$ cat src/rtl/core/assert_macros.svh
// Assertion macros shared by the positional list store RTL.
// No dependencies; include by bare file name.
`ifndef ASSERT_MACROS_SVH
`define ASSERT_MACROS_SVH

// Check a property on every rising edge outside reset.
`define PLS_ASSERT(lbl, clk, rst, prop) \
  lbl: assert property (@(posedge clk) disable iff (rst) (prop)) \
    else $error("pls assertion failed");

// Check a property on every rising edge, reset included.
`define PLS_ASSERT_ALWAYS(lbl, clk, prop) \
  lbl: assert property (@(posedge clk) (prop)) \
    else $error("pls assertion failed");

`endif

$ cat src/rtl/core/pls_pkg.sv
// Package for the positional list store: field widths, codes, command
// and status structs. No dependencies.
package pls_pkg;

  localparam int PLS_CAPACITY   = 32;
  localparam int PLS_DATA_WIDTH = 32;

  localparam int ACT_W   = 2;
  localparam int FIELD_W = 32;
  localparam int POS_W   = 7;
  localparam int LEN_W   = 7;
  localparam int ST_W    = 2;
  localparam int CMP_W   = POS_W + 1;

  localparam logic [ACT_W-1:0] ACT_INSERT = 2'd0;
  localparam logic [ACT_W-1:0] ACT_DELETE = 2'd1;
  localparam logic [ACT_W-1:0] ACT_DUMP   = 2'd2;

  localparam logic [ST_W-1:0] ST_OK      = 2'd0;
  localparam logic [ST_W-1:0] ST_BAD_POS = 2'd1;
  localparam logic [ST_W-1:0] ST_FULL    = 2'd2;
  localparam logic [ST_W-1:0] ST_EMPTY   = 2'd3;

  typedef struct packed {
    logic load_req;
    logic exec;
    logic dump_beat;
  } pls_cmd_t;

  typedef struct packed {
    logic is_dump;
    logic empty;
    logic dump_last;
  } pls_stat_t;

endpackage

$ cat src/rtl/core/positional_list_store_top.sv
// Top level of the positional list store: controller plus datapath.
// Depends on pls_pkg, pls_ctrl and pls_datapath.
//
//  channel | handshake           | payload
//  req     | req_valid/req_stall | action, value, position
//  rsp     | rsp_valid/rsp_stall | element, status, list_length, last
//
// Insert, delete and bad requests: accept loads the request register, then
// the cells from the position on shift at once (none if bad) and the response
// register loads. A dump rotates the occupied cells one place per beat and
// the head cell feeds the response register.
// Reset empties the list; cells hold no reset value and need no clearing.
// A stalled response holds its beat; a request may be taken while it waits.

module positional_list_store_top
  import pls_pkg::*;
#(
  parameter int CAPACITY   = PLS_CAPACITY,
  parameter int DATA_WIDTH = PLS_DATA_WIDTH
) (
  input  logic                      clk,
  input  logic                      rst,
  input  logic                      req_valid,
  output logic                      req_stall,
  input  logic [ACT_W-1:0]          action,
  input  logic signed [FIELD_W-1:0] value,
  input  logic [POS_W-1:0]          position,
  output logic                      rsp_valid,
  input  logic                      rsp_stall,
  output logic signed [FIELD_W-1:0] element,
  output logic [ST_W-1:0]           status,
  output logic [LEN_W-1:0]          list_length,
  output logic                      last
);

  pls_cmd_t  cmd;
  pls_stat_t stat;

  pls_ctrl u_ctrl (
    .clk       (clk),
    .rst       (rst),
    .req_valid (req_valid),
    .req_stall (req_stall),
    .rsp_valid (rsp_valid),
    .rsp_stall (rsp_stall),
    .stat      (stat),
    .cmd       (cmd)
  );

  pls_datapath #(
    .CAPACITY   (CAPACITY),
    .DATA_WIDTH (DATA_WIDTH)
  ) u_datapath (
    .clk         (clk),
    .rst         (rst),
    .cmd         (cmd),
    .stat        (stat),
    .action      (action),
    .value       (value),
    .position    (position),
    .element     (element),
    .status      (status),
    .list_length (list_length),
    .last        (last)
  );

endmodule

$ cat src/rtl/core/pls_ctrl.sv
// Controller for the positional list store: request sequencing and
// response valid. Depends on pls_pkg and assert_macros.svh.
`include "assert_macros.svh"

module pls_ctrl
  import pls_pkg::*;
(
  input  logic      clk,
  input  logic      rst,
  input  logic      req_valid,
  output logic      req_stall,
  output logic      rsp_valid,
  input  logic      rsp_stall,
  input  pls_stat_t stat,
  output pls_cmd_t  cmd
);

  typedef enum logic [1:0] {S_IDLE, S_EXEC, S_DUMP} state_t;

  state_t state;
  logic   slot_free;

  assign req_stall = (state != S_IDLE);
  assign slot_free = !rsp_valid || !rsp_stall;

  assign cmd.load_req  = req_valid && (state == S_IDLE);
  assign cmd.exec      = (state == S_EXEC) && slot_free && !(stat.is_dump && !stat.empty);
  assign cmd.dump_beat = (state == S_DUMP) && slot_free;

  always_ff @(posedge clk) begin
    if (rst) begin
      state     <= S_IDLE;
      rsp_valid <= 1'b0;
    end else begin
      if (rsp_valid && !rsp_stall) begin
        rsp_valid <= 1'b0;
      end
      unique case (state)
        S_IDLE: begin
          if (cmd.load_req) begin
            state <= S_EXEC;
          end
        end
        S_EXEC: begin
          if (stat.is_dump && !stat.empty) begin
            state <= S_DUMP;
          end else if (cmd.exec) begin
            rsp_valid <= 1'b1;
            state     <= S_IDLE;
          end
        end
        S_DUMP: begin
          if (cmd.dump_beat) begin
            rsp_valid <= 1'b1;
            if (stat.dump_last) begin
              state <= S_IDLE;
            end
          end
        end
        default: begin
          state <= S_IDLE;
        end
      endcase
    end
  end

  `PLS_ASSERT(a_accept_to_exec, clk, rst, cmd.load_req |=> state == S_EXEC)
  `PLS_ASSERT(a_dump_end, clk, rst, (cmd.dump_beat && stat.dump_last) |=> (state == S_IDLE && rsp_valid))
  `PLS_ASSERT(a_no_double_load, clk, rst, !(cmd.exec && cmd.dump_beat))

endmodule

$ cat src/rtl/core/pls_datapath.sv
// Datapath for the positional list store: request register, shifting
// cell row, entry count and response register. Depends on pls_pkg and assert_macros.svh.
`include "assert_macros.svh"

module pls_datapath
  import pls_pkg::*;
#(
  parameter int CAPACITY   = PLS_CAPACITY,
  parameter int DATA_WIDTH = PLS_DATA_WIDTH
) (
  input  logic                      clk,
  input  logic                      rst,
  input  pls_cmd_t                  cmd,
  output pls_stat_t                 stat,
  input  logic [ACT_W-1:0]          action,
  input  logic signed [FIELD_W-1:0] value,
  input  logic [POS_W-1:0]          position,
  output logic signed [FIELD_W-1:0] element,
  output logic [ST_W-1:0]           status,
  output logic [LEN_W-1:0]          list_length,
  output logic                      last
);

  localparam int CNT_W = $clog2(CAPACITY + 1);
  localparam logic [CMP_W-1:0] CAP_CMP = CMP_W'(CAPACITY);

  logic [ACT_W-1:0]          req_action;
  logic signed [FIELD_W-1:0] req_value;
  logic [POS_W-1:0]          req_position;
  logic [CNT_W-1:0]          count;
  logic [CNT_W-1:0]          count_next;
  logic [CNT_W-1:0]          dump_idx;
  logic [CNT_W-1:0]          last_idx;
  logic [DATA_WIDTH-1:0]     cells [CAPACITY];
  logic [DATA_WIDTH-1:0]     word;
  logic [FIELD_W-1:0]        head_elem;
  logic [CMP_W-1:0]          pos_ext;
  logic [CMP_W-1:0]          cnt_ext;
  logic                      ins_bad, ins_full, del_bad;
  logic                      do_ins, do_del;
  logic [ST_W-1:0]           op_status;

  if (DATA_WIDTH > FIELD_W) begin : g_word_wide
    assign word = {{(DATA_WIDTH - FIELD_W){req_value[FIELD_W-1]}}, req_value};
  end else begin : g_word_narrow
    assign word = req_value[DATA_WIDTH-1:0];
  end

  if (DATA_WIDTH >= FIELD_W) begin : g_head_wide
    assign head_elem = cells[0][FIELD_W-1:0];
  end else begin : g_head_narrow
    assign head_elem = {{(FIELD_W - DATA_WIDTH){1'b0}}, cells[0]};
  end

  assign pos_ext  = {1'b0, req_position};
  assign cnt_ext  = CMP_W'(count);
  assign last_idx = count - 1'b1;

  assign ins_bad  = (pos_ext == '0) || (pos_ext > cnt_ext + 1'b1);
  assign ins_full = (cnt_ext == CAP_CMP);
  assign del_bad  = (pos_ext == '0) || (pos_ext > cnt_ext);
  assign do_ins   = cmd.exec && (req_action == ACT_INSERT) && !ins_bad && !ins_full;
  assign do_del   = cmd.exec && (req_action == ACT_DELETE) && !del_bad;

  assign stat.is_dump   = (req_action == ACT_DUMP);
  assign stat.empty     = (count == '0);
  assign stat.dump_last = ({1'b0, dump_idx} + 1'b1 == {1'b0, count});

  always_comb begin
    unique case (req_action)
      ACT_INSERT: op_status = ins_bad ? ST_BAD_POS : (ins_full ? ST_FULL : ST_OK);
      ACT_DELETE: op_status = del_bad ? ST_BAD_POS : ST_OK;
      ACT_DUMP:   op_status = ST_EMPTY;
      default:    op_status = ST_BAD_POS;
    endcase
  end

  always_comb begin
    priority if (do_ins) begin
      count_next = count + 1'b1;
    end else if (do_del) begin
      count_next = count - 1'b1;
    end else begin
      count_next = count;
    end
  end

  for (genvar g = 0; g < CAPACITY; g++) begin : g_cell
    localparam logic [CMP_W-1:0] SLOT = CMP_W'(g + 1);
    localparam logic [CNT_W-1:0] IDX  = CNT_W'(g);
    logic [DATA_WIDTH-1:0] below;
    logic [DATA_WIDTH-1:0] above;
    logic [DATA_WIDTH-1:0] cell_next;

    if (g == 0) begin : g_first
      assign below = word;
    end else begin : g_inner_lo
      assign below = cells[g-1];
    end
    if (g == CAPACITY - 1) begin : g_final
      assign above = cells[0];
    end else begin : g_inner_hi
      assign above = cells[g+1];
    end

    always_comb begin
      cell_next = cells[g];
      priority if (do_ins) begin
        if (SLOT == pos_ext) begin
          cell_next = word;
        end else if (SLOT > pos_ext) begin
          cell_next = below;
        end
      end else if (do_del) begin
        if (SLOT >= pos_ext) begin
          cell_next = above;
        end
      end else if (cmd.dump_beat) begin
        if (IDX == last_idx) begin
          cell_next = cells[0];
        end else if (IDX < last_idx) begin
          cell_next = above;
        end
      end else begin
        cell_next = cells[g];
      end
    end

    always_ff @(posedge clk) begin
      cells[g] <= cell_next;
    end
  end

  always_ff @(posedge clk) begin
    if (rst) begin
      count    <= '0;
      dump_idx <= '0;
    end else begin
      count <= count_next;
      if (cmd.load_req) begin
        dump_idx <= '0;
      end else if (cmd.dump_beat) begin
        dump_idx <= dump_idx + 1'b1;
      end
    end
  end

  always_ff @(posedge clk) begin
    if (cmd.load_req) begin
      req_action   <= action;
      req_value    <= value;
      req_position <= position;
    end
    if (cmd.exec) begin
      element     <= '0;
      status      <= op_status;
      list_length <= LEN_W'(count_next);
      last        <= 1'b1;
    end else if (cmd.dump_beat) begin
      element     <= head_elem;
      status      <= ST_OK;
      list_length <= LEN_W'(count);
      last        <= stat.dump_last;
    end
  end

  `PLS_ASSERT(a_count_bound, clk, rst, cnt_ext <= CAP_CMP)
  `PLS_ASSERT(a_dump_keeps_count, clk, rst, cmd.dump_beat |=> $stable(count))
  `PLS_ASSERT(a_insert_grows, clk, rst, do_ins |=> count == CNT_W'($past(count) + 1'b1))

endmodule
$ cat config.mk
export PLATFORM = sky130hd
export DESIGN_NAME = positional_list_store_top
export DESIGN_NICKNAME = d
export VERILOG_FILES = /design/src/rtl/core/pls_pkg.sv /design/src/rtl/core/positional_list_store_top.sv /design/src/rtl/core/pls_ctrl.sv /design/src/rtl/core/pls_datapath.sv
export VERILOG_INCLUDE_DIRS = /design/src /design/src/rtl/core
export SDC_FILE = /design/constraint.sdc
export NUM_CORES = 2
export LEC_CHECK = 0
export ABC_AREA = 1
export BUFFER_PORTS_ARGS = -buffer_cell sky130_fd_sc_hd__buf_2
export CELL_PAD_IN_SITES_DETAIL_PLACEMENT = 0
export CELL_PAD_IN_SITES_GLOBAL_PLACEMENT = 1
export CORE_UTILIZATION = 40
export CTS_BUF_LIST = sky130_fd_sc_hd__clkbuf_8
export DETAILED_ROUTE_END_ITERATION = 10
export PLACE_DENSITY = 0.73
export SLEW_MARGIN = 10
export SYNTH_ARGS = -nofsm -noshare
export SYNTH_HDL_FRONTEND = slang
export SYNTH_SLANG_ARGS = --single-unit
$ cat constraint.sdc
create_clock -name clk -period 8.9 [get_ports clk]
set_clock_uncertainty 0.1 [all_clocks]
set_input_delay 0.89 -clock clk [delete_from_list [all_inputs] [get_ports clk]]
set_output_delay 0.89 -clock clk [all_outputs]
set_load 0.03 [all_outputs]
==> flow_summary.yaml <==
critical_path:
  critPathCaptureType: "flip-flop"
  max_stage_delay_ps: 900
  cp.required_ps: 9520
  r2r_slack_ps: 3150
  timing_worst_setup_path_type: "flip-flop to flip-flop"
  cpMostUsedCell: "nand2_1"
  critical_path.max_fanout: 53
  worstPathArrival_ps: 6370
  r2r-start: "u_datapath.count[2]$_SDFF_PP0_"
  slowest_stage: "nand2_2"
  reg2reg_depth: 13
  timing.rr.end: "u_datapath.cells[7][48]$_DFFE_PP_"
  crit_chain: "inv_1 > ha_1 > a21oi_1 > nand2_1 > nand2_1 > nand2_1 > nand2_2 > nand3_4 > buf_4 > nand2_2 > clkinv_2 > nand2_1 > nand3_1"
  worst_setup_path_start_kind: "flip-flop"
timing:
  rsz0062_at_grt: "no"
  worstMarginPinSlew_ps: 1420
  final.period_utilization_pct: 64.6
  tns_ps: 0
  drv_slew: 0
  period_needed_ps: 5750
  setup_viol: 0
  max_freq_mhz: 174
  fin_ws_ps: 3150
  relSlewSlack_pct: 5.05
  hold_viol_final: 0
layout:
  fillers: 18000
  drive_above_1_share_pct: 7.74
  final_cell_area_um2: 74800
  fin_util_pct: 43.6
  final_net_count: 9056
  area_growth_pct: 8.29
detailed_routing:
  wl_per_cell_um: 28.3
  drtIter0Drc: 10400
  drtAntennaViolNets: 0
  vias: 69900
  detail_route.vias_per_cell: 6.09
  drc_errors: 0
  first_pass_iters: 6
  routed_wl_um: 325000
die:
  start_util_pct: 40.3
  die_width_um: 418
  num_rows: 152
  io_pins: 89
  core_region_area_um2: 172000
  die_h_um: 418
  die-area_um2: 174000
synth:
  ys_warn_count: 0
  syn_nets: 9362
  ys_types: 45
  syn_area_per_cell_um2: 7.43
  syn-cell-area_um2: 69100
  yosys-top-cells-area: "edfxtp_1 (47%), nand2_1 (20%), nand3_1 (13%)"
  ys.flop_type: "edfxtp_1"
  synth_common_cells: "nand2_1 (3684), nand3_1 (1816), edfxtp_1 (1073)"
  synth_top_cell_area_share_pct: 46.6
  synth_edf_count: 1073
  syn_inst: 9294
  async_reset_ff_share_pct: 0
  synth.largest_area_cell: "edfxtp_1"
  post-synth-top-count-cell: "nand2_1"
  synth_sequential_area_ratio_pct: 48.0
  synth.ff_latch_count: 1121
clock_network:
  ctsRootBufferMaster: "clkbuf_8"
  clk_pin_slew_ps: 60
  h-tree-depth: 4
  cts_resized: 0
  tritoncts: "done"
  clock-sinks: 1121
  clock_latency_ps: 1000
  max-clock-path-buffers: 3
  cts_buffers: 208
run_status:
  status: "finished clean"
worst_hold_path:
  hp-class: "input pin to flip-flop"
  hold_depth: 2
  whs_endpoint: "u_datapath.count[4]$_SDFF_PP0_"
  min-delay-start: "rst"
power_and_ir_drop:
  ir_worst_vdd_uv: 182
  finalPower_mw: 21.8
  powerDensity_nw_per_um2: 291
  p_leak_nw: 32.2
place:
  io_buffer_count: 87
  place_area_um2: 70500
  gp_congestion: 1.03
  dp_hpwl_um: 197000
  place_ws_ps: 3450
flow_run:
  max-cap-violations: 0
global_routing:
  grt-ovfl-total: 0
  grt_max_degree: 175
  grtUsageTotal_pct: 36.1
  grt_pass1_wl_um: 462000
  grt_pass1_vias: 65800
  antenna_found_initial: 19
worst max-delay path by stage:
stage                                   start                                 end  slack, ps
2_1_floorplan  u_datapath.count[0]$_SDFF_PP0_   u_datapath.cells[1][32]$_DFFE_PP_       4420
3_3_place_gp   u_datapath.count[3]$_SDFF_PP0_    u_datapath.cells[3][2]$_DFFE_PP_       3510
3_5_place_dp   u_datapath.count[2]$_SDFF_PP0_   u_datapath.cells[7][55]$_DFFE_PP_       3450
4_1_cts        u_datapath.count[2]$_SDFF_PP0_   u_datapath.cells[7][48]$_DFFE_PP_       3450
5_1_grt        u_datapath.count[0]$_SDFF_PP0_  u_datapath.cells[4][116]$_DFFE_PP_       3010
6_report       u_datapath.count[2]$_SDFF_PP0_   u_datapath.cells[7][48]$_DFFE_PP_       3150
power breakdown:
part,internal [mW],switching [mW]
Sequential,8.13,1.13
Combinational,1.84,5.78
Clock,2.38,2.50
worst max-delay path, delay by kind of cell (launching register included):
family / cells / cell delay [ps]
buf+inv: 3 / 1850
flops: 1 / 760
compound gates: 1 / 150
simple gates: 8 / 2090
fa+ha+maj: 1 / 440
cell families (layout without fill, tap and decap cells):
family,after synthesis,in the layout,synth area share [%]
AND/OR/NAND/NOR,5730,5730,35.1
buffers and inverters,1279,1143,7.59
flip-flops,1121,1121,48.0
AO/OA/AOI/OAI,1108,1108,8.40
multiplexers,26,26,0.424
adder cells (fa/ha/maj),23,23,0.417
XOR/XNOR,6,6,0.0761
other,1,10,0.00543
flip-flops by register name (all words and copies together) (netlist names), 6 cells and up:
name	flops
u_datapath.count	6
u_datapath.cells	1024
u_datapath.req_position	7
u_datapath.element	32
u_datapath.dump_idx	6
u_datapath.list_length	6
u_datapath.g_cell.below	32
cells in the final DEF, fill, tap and decap left out, types with 20 or more instances in the layout:
| master | instances |
|---|---|
| inv_1 | 473 |
| mux2_2 | 26 |
| o211ai_1 | 94 |
| ha_1 | 23 |
| clkinv_2 | 24 |
| nand4_1 | 51 |
| nor2_1 | 86 |
| dlygate4sd3_1 | 40 |
| edfxtp_1 | 1073 |
| clkinv_1 | 55 |
| nand2_2 | 49 |
| inv_2 | 57 |
| nand3_1 | 1814 |
| nand2_1 | 3658 |
| buf_2 | 87 |
| buf_4 | 162 |
| o21ai_0 | 981 |
| a21oi_1 | 20 |
| clkbuf_8 | 221 |
| nor2_4 | 30 |
| dfxtp_1 | 48 |
repair_timing:
action | 4_1_cts | 5_1_grt
hold buffers | 40 | 0
hold endpoints to repair | 40 | 0
buffers inserted | 0 | 0
cell type report:
class / instances / area (um2) / share of cell area, %
timing repair buffer: 295 / 2170 / 2.90
clock inverter: 159 / 796 / 1.06
multi-input combinational: 6894 / 30900 / 41.3
tap: 2310 / 2890 / 3.86
antenna: 9 / 22.5 / 0.0301
sequential: 1121 / 33200 / 44.4
inverter: 468 / 1770 / 2.37
clock buffer: 221 / 3040 / 4.07
stage by stage:
stage	std cells	hold WS, ps
detailed placement	11000	370
finish	11500	143
global placement	11000	361
global route	11500	121
CTS	11500	77.8
floorplan	9294	380
metal layers:
metal / routed length, um / GRT usage (%) / vias up
li1: - / - / 30500
met1: 126000 / 47.1 / 34100
met2: 141000 / 54.5 / 4407
met3: 35500 / 7.79 / 835
met4: 22500 / 22.9 / 10
met5: 72 / 0 / -
Power figures use the tool's default switching activity.
